`config.mk`:
```
export PLATFORM = sky130hd
export DESIGN_NAME = trajectory_length_and_displacement_top
export DESIGN_NICKNAME = d
export VERILOG_FILES = /design/src/rtl/tld_pkg.sv /design/src/rtl/tld_dist.sv /design/src/rtl/trajectory_length_and_displacement_top.sv
export SDC_FILE = /design/constraint.sdc
export NUM_CORES = 1
export LEC_CHECK = 0
export ABC_AREA = 1
export ABC_CLOCK_PERIOD_IN_PS = 8100
export BUFFER_PORTS_ARGS = -buffer_cell sky130_fd_sc_hd__buf_2
export CAP_MARGIN = 0
export CORE_UTILIZATION = 40
export DETAILED_ROUTE_END_ITERATION = 10
export HOLD_SLACK_MARGIN = 0.05
export PLACE_DENSITY = 0.56
export SETUP_SLACK_MARGIN = 0.02
export SLEW_MARGIN = 10
export SYNTH_ARGS = -nofsm -noshare
export SYNTH_HDL_FRONTEND = slang
export SYNTH_SLANG_ARGS = --single-unit
```
`constraint.sdc`:
```
create_clock -name clk -period 8.1 [get_ports clk]
set_input_delay 1.62 -clock clk [delete_from_list [all_inputs] [get_ports clk]]
set_output_delay 1.62 -clock clk [all_outputs]
set_load 0.005 [all_outputs]
```
`src/rtl/tld_pkg.sv`:
```
// Shared types, constants and helpers for the trajectory length block.
package tld_pkg;

    localparam int COORD_WIDTH = 16;
    localparam int FRAC_BITS   = 8;
    localparam int LEN_WIDTH   = 35;
    localparam int DISP_WIDTH  = 25;

    typedef logic [COORD_WIDTH-1:0] coord_t;

    typedef struct packed {
        logic signed [COORD_WIDTH-1:0] x;
        logic signed [COORD_WIDTH-1:0] y;
        logic                          last_point;
    } point_t;

    typedef struct packed {
        logic [LEN_WIDTH-1:0]  path_length;
        logic [DISP_WIDTH-1:0] displacement;
        logic                  saturated;
    } result_t;

    typedef enum logic [1:0] {
        PH_IDLE,
        PH_MUL_X,
        PH_MUL_Y,
        PH_ROOT
    } phase_t;

    typedef enum logic [2:0] {
        ST_IDLE,
        ST_SEG,
        ST_DISP_GO,
        ST_DISP,
        ST_PUSH
    } state_t;

    // Flip the sign bit so that coordinates compare as unsigned.
    function automatic coord_t to_offset(input logic signed [COORD_WIDTH-1:0] v);
        return coord_t'(v) ^ {1'b1, {(COORD_WIDTH-1){1'b0}}};
    endfunction

    function automatic coord_t abs_diff(input coord_t a, input coord_t b);
        return (a > b) ? coord_t'(a - b) : coord_t'(b - a);
    endfunction

endpackage

```
`src/rtl/tld_dist.sv`:
```
// Serial distance unit: floor(sqrt((dx*dx + dy*dy) << 2*FRAC_BITS)), one bit per cycle.
module tld_dist #(
    parameter  int FRAC_BITS = tld_pkg::FRAC_BITS,
    localparam int ROOT_W    = tld_pkg::COORD_WIDTH + 1 + FRAC_BITS
) (
    input  logic                 clk,
    input  logic                 rst_n,
    input  logic                 start,
    input  tld_pkg::coord_t      dx,
    input  tld_pkg::coord_t      dy,
    output logic                 done,
    output logic [ROOT_W-1:0]    root
);

    localparam int CW    = tld_pkg::COORD_WIDTH;
    localparam int SQ_W  = 2 * CW + 1;
    localparam int RAD_W = 2 * ROOT_W;
    localparam int REM_W = ROOT_W + 3;
    localparam int STEPS = (ROOT_W > CW) ? ROOT_W : CW;
    localparam int CNT_W = $clog2(STEPS);

    tld_pkg::phase_t phase_reg, phase_next;
    logic [CNT_W-1:0]  cnt_reg, cnt_next;
    logic [2*CW-1:0]   mcand_reg, mcand_next;
    logic [CW-1:0]     mplier_reg, mplier_next;
    logic [CW-1:0]     dy_reg, dy_next;
    logic [SQ_W-1:0]   acc_reg, acc_next;
    logic [RAD_W-1:0]  rad_reg, rad_next;
    logic [REM_W-1:0]  rem_reg, rem_next;
    logic [ROOT_W-1:0] root_reg, root_next;
    logic              done_reg, done_next;

    logic [SQ_W-1:0]   acc_add;
    logic [REM_W-1:0]  rem_sh;
    logic [REM_W-1:0]  trial;
    logic [REM_W:0]    rem_diff;
    logic              take;

    always_ff @(posedge clk or negedge rst_n)
    begin
        if (!rst_n)
        begin
            phase_reg <= tld_pkg::PH_IDLE;
            done_reg  <= 1'b0;
        end
        else
        begin
            phase_reg <= phase_next;
            done_reg  <= done_next;
        end
    end

    always_ff @(posedge clk)
    begin
        cnt_reg    <= cnt_next;
        mcand_reg  <= mcand_next;
        mplier_reg <= mplier_next;
        dy_reg     <= dy_next;
        acc_reg    <= acc_next;
        rad_reg    <= rad_next;
        rem_reg    <= rem_next;
        root_reg   <= root_next;
    end

    always_comb
    begin
        acc_add  = mplier_reg[0] ? SQ_W'(acc_reg + SQ_W'(mcand_reg)) : acc_reg;
        // remainder stays below 2^(ROOT_W+1), so its top two bits are free
        rem_sh   = {rem_reg[REM_W-3:0], rad_reg[RAD_W-1 -: 2]};
        trial    = REM_W'({root_reg, 2'b01});
        rem_diff = {1'b0, rem_sh} - {1'b0, trial};
        take     = !rem_diff[REM_W];

        phase_next  = phase_reg;
        cnt_next    = cnt_reg;
        mcand_next  = mcand_reg;
        mplier_next = mplier_reg;
        dy_next     = dy_reg;
        acc_next    = acc_reg;
        rad_next    = rad_reg;
        rem_next    = rem_reg;
        root_next   = root_reg;
        done_next   = 1'b0;

        case (phase_reg)
            tld_pkg::PH_IDLE:
            begin
                if (start)
                begin
                    mcand_next  = (2*CW)'(dx);
                    mplier_next = dx;
                    dy_next     = dy;
                    acc_next    = '0;
                    cnt_next    = '0;
                    phase_next  = tld_pkg::PH_MUL_X;
                end
            end
            tld_pkg::PH_MUL_X,
            tld_pkg::PH_MUL_Y:
            begin
                acc_next    = acc_add;
                mcand_next  = mcand_reg << 1;
                mplier_next = mplier_reg >> 1;
                cnt_next    = CNT_W'(cnt_reg + 1'b1);
                if (cnt_reg == CNT_W'(CW - 1))
                begin
                    cnt_next = '0;
                    if (phase_reg == tld_pkg::PH_MUL_X)
                    begin
                        mcand_next  = (2*CW)'(dy_reg);
                        mplier_next = dy_reg;
                        phase_next  = tld_pkg::PH_MUL_Y;
                    end
                    else
                    begin
                        rad_next   = RAD_W'(acc_add) << (2 * FRAC_BITS);
                        rem_next   = '0;
                        root_next  = '0;
                        phase_next = tld_pkg::PH_ROOT;
                    end
                end
            end
            tld_pkg::PH_ROOT:
            begin
                rem_next  = take ? rem_diff[REM_W-1:0] : rem_sh;
                root_next = {root_reg[ROOT_W-2:0], take};
                rad_next  = rad_reg << 2;
                cnt_next  = CNT_W'(cnt_reg + 1'b1);
                if (cnt_reg == CNT_W'(ROOT_W - 1))
                begin
                    cnt_next   = '0;
                    done_next  = 1'b1;
                    phase_next = tld_pkg::PH_IDLE;
                end
            end
            default:
            begin
                phase_next = tld_pkg::PH_IDLE;
            end
        endcase
    end

    assign done = done_reg;
    assign root = root_reg;

endmodule

```
`src/rtl/trajectory_length_and_displacement_top.sv`:
```
// Top level: trajectory path length and start-to-end displacement.
//
// Points of one object enter on the point channel (point_valid/point_stall),
// one request per point; a point with last_point set closes the object.
// Each closed object gives one request on the result channel
// (result_valid/result_stall): summed segment length, straight-line
// displacement and a sticky saturation flag, 8 fractional bits by default.
// Every distance goes through one shared serial unit: two shift-add
// squarings, then a square root, one root bit per cycle. The first point
// of an object is taken without a distance; every later point needs one,
// and the last point takes a second pass for the displacement before the
// result request.
// point_stall is high while a point is in the works.
// The result sits in an output register; a stalled result holds while the
// next object's points are taken, and only a later last point waits for it.
// Reset drops any object in progress and any pending result; the next point
// starts a new object.
module trajectory_length_and_displacement_top #(
    parameter int FRAC_BITS = tld_pkg::FRAC_BITS
) (
    input  logic             clk,
    input  logic             rst_n,
    input  logic             point_valid,
    output logic             point_stall,
    input  tld_pkg::point_t  point,
    output logic             result_valid,
    input  logic             result_stall,
    output tld_pkg::result_t result
);

    localparam int ROOT_W = tld_pkg::COORD_WIDTH + 1 + FRAC_BITS;
    localparam int LEN_W  = tld_pkg::LEN_WIDTH;
    localparam int DISP_W = tld_pkg::DISP_WIDTH;
    localparam int CMP_W  = (ROOT_W > DISP_W) ? ROOT_W : DISP_W;
    localparam logic [LEN_W-1:0]  LEN_MAX  = '1;
    localparam logic [DISP_W-1:0] DISP_MAX = '1;

    tld_pkg::state_t  state_reg, state_next;
    tld_pkg::coord_t  start_x_reg, start_x_next;
    tld_pkg::coord_t  start_y_reg, start_y_next;
    tld_pkg::coord_t  prev_x_reg, prev_x_next;
    tld_pkg::coord_t  prev_y_reg, prev_y_next;
    logic [LEN_W-1:0] sum_reg, sum_next;
    logic             ovf_reg, ovf_next;
    logic             inside_reg, inside_next;
    logic             last_reg, last_next;
    logic [DISP_W-1:0] disp_reg, disp_next;
    logic             out_valid_reg, out_valid_next;
    tld_pkg::result_t out_reg, out_next;

    logic             accept;
    tld_pkg::coord_t  px;
    tld_pkg::coord_t  py;
    logic             dist_start;
    tld_pkg::coord_t  dist_dx;
    tld_pkg::coord_t  dist_dy;
    logic             dist_done;
    logic [ROOT_W-1:0] dist_root;
    logic [LEN_W:0]   sum_ext;
    logic [CMP_W-1:0] root_ext;
    logic             can_load;

    tld_dist #(
        .FRAC_BITS (FRAC_BITS)
    ) u_dist (
        .clk   (clk),
        .rst_n (rst_n),
        .start (dist_start),
        .dx    (dist_dx),
        .dy    (dist_dy),
        .done  (dist_done),
        .root  (dist_root)
    );

    always_ff @(posedge clk or negedge rst_n)
    begin
        if (!rst_n)
        begin
            state_reg     <= tld_pkg::ST_IDLE;
            inside_reg    <= 1'b0;
            out_valid_reg <= 1'b0;
        end
        else
        begin
            state_reg     <= state_next;
            inside_reg    <= inside_next;
            out_valid_reg <= out_valid_next;
        end
    end

    always_ff @(posedge clk)
    begin
        start_x_reg <= start_x_next;
        start_y_reg <= start_y_next;
        prev_x_reg  <= prev_x_next;
        prev_y_reg  <= prev_y_next;
        sum_reg     <= sum_next;
        ovf_reg     <= ovf_next;
        last_reg    <= last_next;
        disp_reg    <= disp_next;
        out_reg     <= out_next;
    end

    always_comb
    begin
        accept   = point_valid && (state_reg == tld_pkg::ST_IDLE);
        px       = tld_pkg::to_offset(point.x);
        py       = tld_pkg::to_offset(point.y);
        sum_ext  = {1'b0, sum_reg} + (LEN_W + 1)'(dist_root);
        root_ext = CMP_W'(dist_root);
        can_load = !out_valid_reg || !result_stall;

        state_next     = state_reg;
        start_x_next   = start_x_reg;
        start_y_next   = start_y_reg;
        prev_x_next    = prev_x_reg;
        prev_y_next    = prev_y_reg;
        sum_next       = sum_reg;
        ovf_next       = ovf_reg;
        inside_next    = inside_reg;
        last_next      = last_reg;
        disp_next      = disp_reg;
        out_next       = out_reg;
        out_valid_next = out_valid_reg && result_stall;
        dist_start     = 1'b0;
        dist_dx        = tld_pkg::abs_diff(px, prev_x_reg);
        dist_dy        = tld_pkg::abs_diff(py, prev_y_reg);

        case (state_reg)
            tld_pkg::ST_IDLE:
            begin
                if (accept)
                begin
                    prev_x_next = px;
                    prev_y_next = py;
                    last_next   = point.last_point;
                    if (!inside_reg)
                    begin
                        start_x_next = px;
                        start_y_next = py;
                        sum_next     = '0;
                        ovf_next     = 1'b0;
                        inside_next  = 1'b1;
                        if (point.last_point)
                        begin
                            state_next = tld_pkg::ST_DISP_GO;
                        end
                    end
                    else
                    begin
                        dist_start = 1'b1;
                        state_next = tld_pkg::ST_SEG;
                    end
                end
            end
            tld_pkg::ST_SEG:
            begin
                if (dist_done)
                begin
                    // saturate the running sum and keep the flag sticky
                    if (sum_ext[LEN_W])
                    begin
                        sum_next = LEN_MAX;
                        ovf_next = 1'b1;
                    end
                    else
                    begin
                        sum_next = sum_ext[LEN_W-1:0];
                    end
                    state_next = last_reg ? tld_pkg::ST_DISP_GO : tld_pkg::ST_IDLE;
                end
            end
            tld_pkg::ST_DISP_GO:
            begin
                dist_dx    = tld_pkg::abs_diff(prev_x_reg, start_x_reg);
                dist_dy    = tld_pkg::abs_diff(prev_y_reg, start_y_reg);
                dist_start = 1'b1;
                state_next = tld_pkg::ST_DISP;
            end
            tld_pkg::ST_DISP:
            begin
                if (dist_done)
                begin
                    if (root_ext > CMP_W'(DISP_MAX))
                    begin
                        disp_next = DISP_MAX;
                    end
                    else
                    begin
                        disp_next = root_ext[DISP_W-1:0];
                    end
                    state_next = tld_pkg::ST_PUSH;
                end
            end
            tld_pkg::ST_PUSH:
            begin
                // hold until the output register is free
                if (can_load)
                begin
                    out_next.path_length  = sum_reg;
                    out_next.displacement = disp_reg;
                    out_next.saturated    = ovf_reg;
                    out_valid_next        = 1'b1;
                    inside_next           = 1'b0;
                    state_next            = tld_pkg::ST_IDLE;
                end
            end
            default:
            begin
                state_next = tld_pkg::ST_IDLE;
            end
        endcase
    end

    assign point_stall  = (state_reg != tld_pkg::ST_IDLE);
    assign result_valid = out_valid_reg;
    assign result       = out_reg;

endmodule

```
==> impl_metrics.tcl, run 1 <==
set metrics [dict create \
    outcome "complete, no violations" \
    fp.dieW_um 268 \
    switchingPower_mw 6.27 \
    timing.hold.worst_path_depth 0 \
    number_of_resized_instances_in_the_post_cts_repair_step 0 \
    die_height_um 268 \
    cts.repair_timing.setup_buffer_count 0 \
    report.final.slew_viol_count 0 \
    viasPerCell 4.85 \
    syn-instance-count 3786 \
    detail-route-antenna-nets 0 \
    postSynth.asyncResetShare_pct 2.09 \
    clockRootBuffer "sky130_fd_sc_hd__clkbuf_16" \
    avgRoutedWirePerCell_um 15.6 \
    syn-cell-area_sq_um 28300 \
    timing.reg2reg.worst_path_depth 9 \
    clk_transition_reported_paths_ps 70 \
    cp_required_ps 8450 \
    transition_time_of_the_tightest_slew_check_pin_ps 1000 \
    fill_cells 7207 \
    r2r-start "u_dist.cnt_reg[0]" \
    hpwl_um 58700 \
    num_rows 97 \
    multi_input_comb_area_sq_um 14100 \
    critical_path.startpoint "u_dist.cnt_reg[0]" \
    synth.distinct_cells 56 \
    rsz0062_at_grt "no" \
    finalClockSkew_ps 29.0 \
    timing.reg2reg.setup_slack_ps 4600 \
    gp_congestion 0.925 \
    pin_count_of_the_biggest_net_entering_global_routing 82 \
    area_fraction_of_the_dominant_cell_type_after_synthesis_pct 39.7 \
    crit_path_end_kind "flip-flop" \
    drv_cap 0 \
    fmax_mhz 286 \
    synth_top_cells_by_area "sky130_fd_sc_hd__edfxtp_1 40%, sky130_fd_sc_hd__nand2_1 16%, sky130_fd_sc_hd__ha_1 9.5%" \
    synth.most_common_cell "sky130_fd_sc_hd__nand2_1" \
    power.share.sequential_pct 29.5 \
    seqCellArea_sq_um 11400 \
    final_net_count 4104 \
    clockPowerShare_pct 16.1 \
    largest_reg_flops 61 \
    routed_wirelength_um 75200 \
    switching_share_pct 47.3 \
    dp_worst_setup_slack_ps 4070 \
    critical_path_launch_point_type "flip-flop" \
    die_area_sq_um 71700 \
    synth_edf_count 374 \
    power.density_nw_per_um2 425 \
    clockBufferDepth 3 \
    worstSetupPathType "flip-flop to flip-flop" \
    synth_seq_cells 382 \
    initial_utilization_pct 40.4 \
    setup-tns-final_ps 0 \
    yosys_warnings 0 \
    final_hold_viol_count 0 \
    most_used_dff_post_synth "sky130_fd_sc_hd__edfxtp_1" \
    holdCritPathClass "flip-flop to flip-flop" \
    post_synth.cell_area_avg_sq_um 7.47 \
    ctsHoldBuffers 0 \
    port_buffers 99 \
    period_needed_ps 3500 \
    cts-buffers-inserted 46 \
    clock_tree_from_tritoncts "yes" \
    antenna_violations_before_repair 0 \
    detailedRoute.firstPassIterationCount 5 \
    cp-endpoint "u_dist.mplier_reg[11]" \
    combinational_power_share_pct 54.4 \
    n_antenna_cell 0 \
    worstPathMaxFanout 26 \
    synth_commonest_cells "1238 x sky130_fd_sc_hd__nand2_1, 584 x sky130_fd_sc_hd__inv_1, 374 x sky130_fd_sc_hd__edfxtp_1, 352 x sky130_fd_sc_hd__nor2_1, 264 x sky130_fd_sc_hd__nand3_1" \
    globalRoute.totalOverflow 0 \
    vdd_ir_drop_max_v 0.000270 \
    clock_insertion_delay_worst_skew_ps 620 \
    drc_errors 0 \
    num_io_pins 100 \
    layout_worst_path_cycle_share_pct 43.2 \
    htree_num_levels 2 \
    clk_sink_count 382 \
    postSynthNetCount 4047 \
    vias 23389 \
    synth_area_leader_cell "sky130_fd_sc_hd__edfxtp_1" \
    r2r-end "u_dist.mplier_reg[11]" \
    drt-initial-drc-count 1480 \
    vias_in_the_first_global_route 22943 \
    seq_area_frac_synth_pct 40.4 \
    worst-endpoint-arrival_ps 3840 \
    whs_ps 412 \
    p_leak_nw 15.4 \
    grt_first_pass_wirelength_um 121000 \
    cellInternalPower_mw 6.99 \
    layout_overhead_on_the_synthesized_area_pct 10.3 \
    fraction_of_layout_instances_using_a_drive_strength_above_1_pct 7.24 \
    grt_usage_pct 21.3 \
    postLayoutSetupSlackWorst_ps 4600 \
    timing.final.setup_violations 0 \
    core_area_sq_um 70000 \
    overall_power_mw 13.3 \
    slew_headroom_pct 32.6 \
]
[per-stage QoR]
stage                     cell area, sq um  std cells  utilization, %
after detailed placement             29600       4735            42.3
after global placement               29600       4735            42.3
after floorplan                      28300       3786               -
final                                31200       4819            44.5
after global routing                 31200       4819            44.5
after CTS                            31200       4819            44.5
[cells by family (layout without fill, tap and decap cells)]
kind of cell               count (synthesis)  count (layout)  synth area share [%]
and+or+nand+nor                         1984            1984                  28.8
buffers and inverters                    714             807                  9.89
DFF                                      382             382                  40.4
AOI/OAI and AO/OA                        373             373                  7.26
adders and majority gates                224             224                  10.2
xor gates and xnor gates                 106             106                  3.28
muxes                                      3               3                 0.106
[worst max-delay path, cell delays in order (launching register included)]
cell                       delay (ps)
sky130_fd_sc_hd__edfxtp_1         400
sky130_fd_sc_hd__ha_1             180
sky130_fd_sc_hd__nand2_1           70
sky130_fd_sc_hd__nor2_1           140
sky130_fd_sc_hd__ha_1             310
sky130_fd_sc_hd__nand2_1          200
sky130_fd_sc_hd__nand2_1          600
sky130_fd_sc_hd__clkinv_1         850
sky130_fd_sc_hd__a21oi_1          380
sky130_fd_sc_hd__nand2_1           90
[worst min-delay path by stage]
stage | endpoint | from | slack [ps]
2_1_floorplan | result[0] | ovf_reg | 400
3_3_place_gp | result[24] | disp_reg[23] | 400
3_5_place_dp | result[11] | disp_reg[10] | 400
4_1_cts | result[5] | disp_reg[4] | 410
5_1_grt | result[14] | disp_reg[13] | 420
6_report | result[5] | disp_reg[4] | 410
[power by group through the flow]
stage	sequential (mW)	clock, mW	combinational [mW]
2_1_floorplan	3.80	0	5.53
3_3_place_gp	3.95	0	7.21
3_5_place_dp	3.96	0	7.24
4_1_cts	3.93	2.20	7.27
5_1_grt	3.99	2.26	8.32
6_report	3.91	2.14	7.22
[final cells by class]
cell class | instances | area share (%)
clock buffer | 50 | 3.74
clock inverter | 34 | 1.28
inverter | 609 | 7.34
multi-input combinational | 2690 | 45.3
sequential | 382 | 36.7
tap | 940 | 3.77
timing repair buffer | 114 | 1.95
[layer usage]
| layer | vias to the layer above | GRT usage (%) | part of all wire (%) |
|---|---|---|---|
| met3 | 107 | 2.40 | 3.6 |
| li1 | 12173 | - | - |
| met5 | - | 0 | 0 |
| met1 | 10686 | 27.7 | 46 |
| met4 | 0 | 6.32 | 2.6 |
| met2 | 423 | 37.0 | 48 |
[cell usage in the layout (no fill, tap or decap), types with 5 or more instances in the layout]
| master | count |
|---|---|
| sky130_fd_sc_hd__nor2_1 | 349 |
| sky130_fd_sc_hd__nand2_1 | 1238 |
| sky130_fd_sc_hd__nor4_1 | 5 |
| sky130_fd_sc_hd__nand2_4 | 7 |
| sky130_fd_sc_hd__o21ai_1 | 20 |
| sky130_fd_sc_hd__ha_1 | 213 |
| sky130_fd_sc_hd__buf_4 | 15 |
| sky130_fd_sc_hd__o211ai_1 | 6 |
| sky130_fd_sc_hd__xnor2_1 | 26 |
| sky130_fd_sc_hd__a21o_1 | 14 |
| sky130_fd_sc_hd__xor2_1 | 80 |
| sky130_fd_sc_hd__dfrtp_1 | 8 |
| sky130_fd_sc_hd__nand4_1 | 19 |
| sky130_fd_sc_hd__nand3b_1 | 7 |
| sky130_fd_sc_hd__and2_1 | 8 |
| sky130_fd_sc_hd__a21oi_1 | 187 |
| sky130_fd_sc_hd__clkinvlp_4 | 9 |
| sky130_fd_sc_hd__nor3_1 | 27 |
| sky130_fd_sc_hd__o21bai_1 | 20 |
| sky130_fd_sc_hd__o21ai_0 | 98 |
| sky130_fd_sc_hd__inv_1 | 584 |
| sky130_fd_sc_hd__nor2_2 | 9 |
| sky130_fd_sc_hd__a21boi_0 | 6 |
| sky130_fd_sc_hd__or2_2 | 22 |
| sky130_fd_sc_hd__buf_2 | 99 |
| sky130_fd_sc_hd__edfxtp_1 | 374 |
| sky130_fd_sc_hd__nand2_2 | 15 |
| sky130_fd_sc_hd__nand3_1 | 264 |
| sky130_fd_sc_hd__clkinv_1 | 11 |
| sky130_fd_sc_hd__fa_1 | 10 |
| sky130_fd_sc_hd__clkbuf_16 | 46 |
| sky130_fd_sc_hd__inv_2 | 20 |
| sky130_fd_sc_hd__bufinv_16 | 5 |
Power figures use the tool's default switching activity.
==> inputs of run 2 (changes only) <==
- ABC_CLOCK_PERIOD_IN_PS: 8100 -> 2900
- PLACE_DENSITY: 0.56 -> 0.58
- clock period: 8.1 -> 2.9 ns (I/O delays scaled with it)
==> impl_metrics.tcl, run 2 (synthesis gave the netlist of run 1 again) <==
set metrics [dict create \
    outcome "complete, no violations" \
    final_net_count 4168 \
    globalRoute.totalOverflow 0 \
    layout_overhead_on_the_synthesized_area_pct 12.5 \
    avgRoutedWirePerCell_um 15.1 \
    p_leak_nw 15.8 \
    pin_count_of_the_biggest_net_entering_global_routing 67 \
    whs_ps 174 \
    transition_time_of_the_tightest_slew_check_pin_ps 805 \
    highest_count_cells_in_the_layout_ignoring_fill_and_taps "1237 x sky130_fd_sc_hd__nand2_1, 583 x sky130_fd_sc_hd__inv_1, 374 x sky130_fd_sc_hd__edfxtp_1, 348 x sky130_fd_sc_hd__nor2_1, 264 x sky130_fd_sc_hd__nand3_1" \
    largest_reg_flops 61 \
    end_of_the_worst_hold_path "start_x_reg[5]" \
    cp_required_ps 3370 \
    combinational_power_share_pct 55.7 \
    die_area_sq_um 71700 \
    final_hold_viol_count 0 \
    worstSetupPathType "flip-flop to flip-flop" \
    clk_transition_reported_paths_ps 60 \
    num_io_pins 100 \
    layout_worst_path_cycle_share_pct 90.8 \
    detail-route-antenna-nets 0 \
    gp_congestion 0.928 \
    vdd_ir_drop_max_v 0.000829 \
    r2r-start "prev_y_reg[0]" \
    slew_headroom_pct 46.3 \
    vias_in_the_first_global_route 22592 \
    n_antenna_cell 0 \
    initial_utilization_pct 40.4 \
    timing.reg2reg.worst_path_depth 14 \
    r2r-end "u_dist.dy_reg[8]" \
    vias 23463 \
    viasPerCell 4.81 \
    worst-endpoint-arrival_ps 3100 \
    rsz0062_at_grt "no" \
    clockRootBuffer "sky130_fd_sc_hd__clkbuf_16" \
    port_buffers 99 \
    clockPowerShare_pct 15.8 \
    num_rows 97 \
    timing.hold.worst_path_depth 1 \
    critical_path_launch_point_type "flip-flop" \
    clockBufferDepth 3 \
    die_height_um 268 \
    switching_share_pct 46.4 \
    clock_tree_from_tritoncts "yes" \
    timing.final.setup_violations 0 \
    overall_power_mw 37.7 \
    finalCoreUtilization_pct 45.4 \
    hp-start "point[22]" \
    hpwl_um 58200 \
    htree_num_levels 2 \
    report.final.slew_viol_count 0 \
    switchingPower_mw 17.5 \
    clock_insertion_delay_worst_skew_ps 630 \
    dp.cells 4797 \
    seqCellArea_sq_um 11400 \
    drv_cap 0 \
    power.share.sequential_pct 28.6 \
    worstPathMaxFanout 14 \
    drt-initial-drc-count 1221 \
    period_needed_ps 2630 \
    grt_usage_pct 20.7 \
    clk_sink_count 382 \
    fraction_of_layout_instances_using_a_drive_strength_above_1_pct 8.75 \
    setup-tns-final_ps 0 \
    holdCritPathClass "input pin to flip-flop" \
    antenna_violations_before_repair 0 \
    detailedRoute.firstPassIterationCount 7 \
    final_cells 4883 \
    routed_wirelength_um 73600 \
    drc_errors 0 \
    finalClockSkew_ps 67.7 \
    core_area_sq_um 70000 \
    power.density_nw_per_um2 1190 \
    fill_cells 7228 \
    fmax_mhz 380 \
    multi_input_comb_area_sq_um 14100 \
    mostFrequentLayoutCell "sky130_fd_sc_hd__nand2_1" \
    crit_path_end_kind "flip-flop" \
    fp.dieW_um 268 \
    cellInternalPower_mw 20.2 \
    cts-buffers-inserted 46 \
    timing.reg2reg.setup_slack_ps 270 \
    grt_first_pass_wirelength_um 118000 \
]
run 2: changes by cell type in the layout (fill, tap and decap cells not counted), moves of 2 or more:
cell,previous run,this run
sky130_fd_sc_hd__buf_4,15,70
sky130_fd_sc_hd__buf_12,0,8
sky130_fd_sc_hd__clkinvlp_4,9,4
sky130_fd_sc_hd__clkbuf_1,4,8
sky130_fd_sc_hd__clkbuf_8,0,4
sky130_fd_sc_hd__clkinv_4,3,0
sky130_fd_sc_hd__clkinv_2,3,5
sky130_fd_sc_hd__inv_6,4,2
run 2: layout make-up:
type | instances | area share, %
clock inverter | 26 | 1.07
timing repair buffer | 178 | 3.75
clock buffer | 58 | 3.89
multi-input combinational | 2690 | 44.4
inverter | 609 | 7.20
sequential | 382 | 36.0
tap | 940 | 3.70
run 2: per-layer routing:
| layer | vias up | wire [um] | global-route usage (%) |
|---|---|---|---|
| li1 | 12294 | - | - |
| met1 | 10681 | 33800 | 27.1 |
| met2 | 390 | 35500 | 36.3 |
| met3 | 98 | 2630 | 2.22 |
| met4 | 0 | 1720 | 5.50 |
| met5 | - | 0 | 0 |
run 2: per-stage QoR:
stage	area [sq um]	setup slack [ps]
after floorplan	28300	-568
after global placement	30200	103
after detailed placement	30200	40.0
after CTS	31800	217
after global routing	31800	44.2
final	31800	268
run 2: power groups by stage:
| stage | Sequential (mW) | Clock (mW) | Combinational (mW) |
|---|---|---|---|
| after floorplan | 10.4 | 0 | 15.6 |
| after global placement | 10.9 | 0 | 20.8 |
| after detailed placement | 10.9 | 0 | 21.0 |
| after CTS | 10.8 | 6.12 | 21.1 |
| after global routing | 11.0 | 6.30 | 24.0 |
| final | 10.8 | 5.95 | 21.0 |
run 2: worst max-delay path, cell delays in order, from the launching register on:
cell and delay (ps):
sky130_fd_sc_hd__edfxtp_1 410, sky130_fd_sc_hd__inv_1 90, sky130_fd_sc_hd__ha_1 260, sky130_fd_sc_hd__fa_1 410
sky130_fd_sc_hd__o21ai_1 280, sky130_fd_sc_hd__nand2_1 80, sky130_fd_sc_hd__nand2_1 120, sky130_fd_sc_hd__nand2_1 60
sky130_fd_sc_hd__nand2_1 110, sky130_fd_sc_hd__nand2_4 140, sky130_fd_sc_hd__inv_4 190, sky130_fd_sc_hd__nand2_1 90
sky130_fd_sc_hd__nand2_1 70, sky130_fd_sc_hd__nand2_1 70, sky130_fd_sc_hd__nand2_1 80
run 2: worst max-delay path by stage:
stage | startpoint | endpoint | depth (start not counted) | slack (ps)
finish | prev_y_reg[0] | u_dist.dy_reg[8] | 14 | 270
global route | u_dist.root[0] | sum_reg[20] | 16 | 40
CTS | prev_x_reg[1] | u_dist.mcand_reg[8] | 15 | 220
detailed placement | point[17] | u_dist.mplier_reg[15] | 18 | 40
global placement | point[17] | u_dist.mcand_reg[2] | 17 | 100
floorplan | u_dist.phase_reg[1] | u_dist.rad_reg[16] | 6 | -570
run 2: repair_timing:
item | 4_1_cts | 5_1_grt
endpoints found under the hold margin | 8 | 0
gates resized for setup | 0 | 1
hold buffers | 1 | 0
endpoints found under the setup margin | 0 | 11
buffers inserted | 0 | 1
==> inputs of run 3 (changes only) <==
- REMOVE_ABC_BUFFERS: unset -> 1
==> impl_metrics.tcl, run 3 (synthesis gave the netlist of run 1 again) <==
set metrics [dict create \
    fraction_of_layout_instances_using_a_drive_strength_above_1_pct 8.50 \
    clock_tree_from_tritoncts "yes" \
    period_needed_ps 2710 \
    finalCoreUtilization_pct 45.3 \
    drc_errors 0 \
    timing.final.setup_violations 0 \
    cp_slowest_stage_delay_ps 420 \
    largest_reg_flops 61 \
    num_rows 97 \
    critical_path_launch_point_type "flip-flop" \
    die_height_um 268 \
    layout_worst_path_cycle_share_pct 93.5 \
    drt-initial-drc-count 1479 \
    worstPathMaxFanout 10 \
    most_used_cell_cp "sky130_fd_sc_hd__nand2_1" \
    routed_wirelength_um 74800 \
    dp.cells 4796 \
    initial_utilization_pct 40.4 \
    detailedRoute.firstPassIterationCount 5 \
    vdd_ir_drop_max_v 0.00106 \
    globalRoute.totalOverflow 0 \
    cp_required_ps 3240 \
    fp.dieW_um 268 \
    num_io_pins 100 \
    grt_first_pass_wirelength_um 120000 \
    clk_transition_reported_paths_ps 60 \
    port_buffers 99 \
    cp_slowest_cell "sky130_fd_sc_hd__fa_1" \
    clockBufferDepth 3 \
    transition_time_of_the_tightest_slew_check_pin_ps 758 \
    final_cells 4880 \
    finalClockSkew_ps 20.4 \
    grt_usage_pct 21.1 \
    holdCritPathClass "input pin to flip-flop" \
    pin_count_of_the_biggest_net_entering_global_routing 82 \
    vias_in_the_first_global_route 22819 \
    die_area_sq_um 71700 \
    crit_path_end_kind "flip-flop" \
    htree_num_levels 2 \
    viasPerCell 4.85 \
    p_leak_nw 15.8 \
    worstSetupPathType "flip-flop to flip-flop" \
    detail-route-antenna-nets 0 \
    core_area_sq_um 70000 \
    highest_count_cells_in_the_layout_ignoring_fill_and_taps "1238 x sky130_fd_sc_hd__nand2_1, 584 x sky130_fd_sc_hd__inv_1, 374 x sky130_fd_sc_hd__edfxtp_1, 349 x sky130_fd_sc_hd__nor2_1, 264 x sky130_fd_sc_hd__nand3_1" \
    gp_congestion 0.927 \
    final_net_count 4165 \
    worst-endpoint-arrival_ps 3050 \
    cts-buffers-inserted 45 \
    hpwl_um 59400 \
    ordered_list_of_cells_on_the_worst_path "inv_1, ha_1, fa_1, inv_1, nand3_1, nand2_1, nand2_1, nand2_2, nand2_1, a21oi_2, buf_4, nand2_1, nand3_1, o21ai_1, nand2_1, nand2_1" \
    mostFrequentLayoutCell "sky130_fd_sc_hd__nand2_1" \
    slew_headroom_pct 49.1 \
    fill_cells 7234 \
    vias 23645 \
    clockRootBuffer "sky130_fd_sc_hd__clkbuf_16" \
    clk_sink_count 382 \
    outcome "complete, no violations" \
    report.final.slew_viol_count 0 \
    drv_cap 0 \
    antenna_violations_before_repair 0 \
    avgRoutedWirePerCell_um 15.3 \
    clock_insertion_delay_worst_skew_ps 610 \
    power.density_nw_per_um2 1190 \
    layout_overhead_on_the_synthesized_area_pct 12.1 \
    final_hold_viol_count 0 \
    rsz0062_at_grt "no" \
    fmax_mhz 369 \
    n_antenna_cell 0 \
]
run 3: metal layers:
layer  global-route usage (%)  wire length, um  vias up
met1                     28.3            35200    10757
met4                     6.89             2310        0
met3                     2.51             2940      117
met5                        0                0        -
li1                         -                -    12304
met2                     35.3            34400      467
run 3: layout make-up:
cell class	count	area, sq um	area share, %
Sequential cell	382	11400	36.1
Inverter	609	2290	7.22
Timing Repair Buffer	176	1140	3.59
Tap cell	940	1180	3.71
Clock inverter	30	380	1.20
Multi-Input combinational cell	2690	14100	44.6
Clock buffer	53	1160	3.65
run 3: path summary, 6_finish.rpt:
| check | cells past startpoint | from | end | slack [ps] |
|---|---|---|---|---|
| max | 16 | prev_x_reg[0] | u_dist.mcand_reg[6] | 190 |
| min | 1 | point[0] | last_reg | 160 |
| max reg2reg | 16 | prev_x_reg[0] | u_dist.mcand_reg[6] | 190 |
| min reg2reg | 0 | disp_reg[5] | result[6] | 410 |
| max in group asynchronous | 2 | rst_n | u_dist.phase_reg[1] | 2380 |
| min in group asynchronous | 2 | rst_n | result_valid | 340 |
run 3: what timing repair did:
action                     4_1_cts  5_1_grt
hold buffers                     1        0
setup endpoints to repair        0        2
resized for setup                0        2
hold endpoints to repair         8        0
setup buffers                    0        0
run 3: metrics by stage:
step                hold WS [ps]  cell area (sq um)  TNS (ps)  total power [mW]  setup slack, ps
finish                       163              31700         0              37.6              189
global route                 137              31700         0              41.2             22.8
CTS                          121              31700         0              38.0              171
detailed placement           405              30100     -3.75              31.9            -3.75
global placement             401              30100         0              31.7             3.72
floorplan                    284              27800   -962180              22.4            -5810
run 3: where the power goes:
group / switching [mW] / internal [mW]
clock network: 2.40 / 3.50
logic: 13.9 / 7.10
registers: 1.21 / 9.52
run 3: critical path, delay by kind of cell (launching register included):
kind	cells	cell delay, ps
and+or+nand+nor	9	790
adders and majority gates	2	640
DFF	1	370
buffers and inverters	3	370
AOI/OAI and AO/OA	2	290
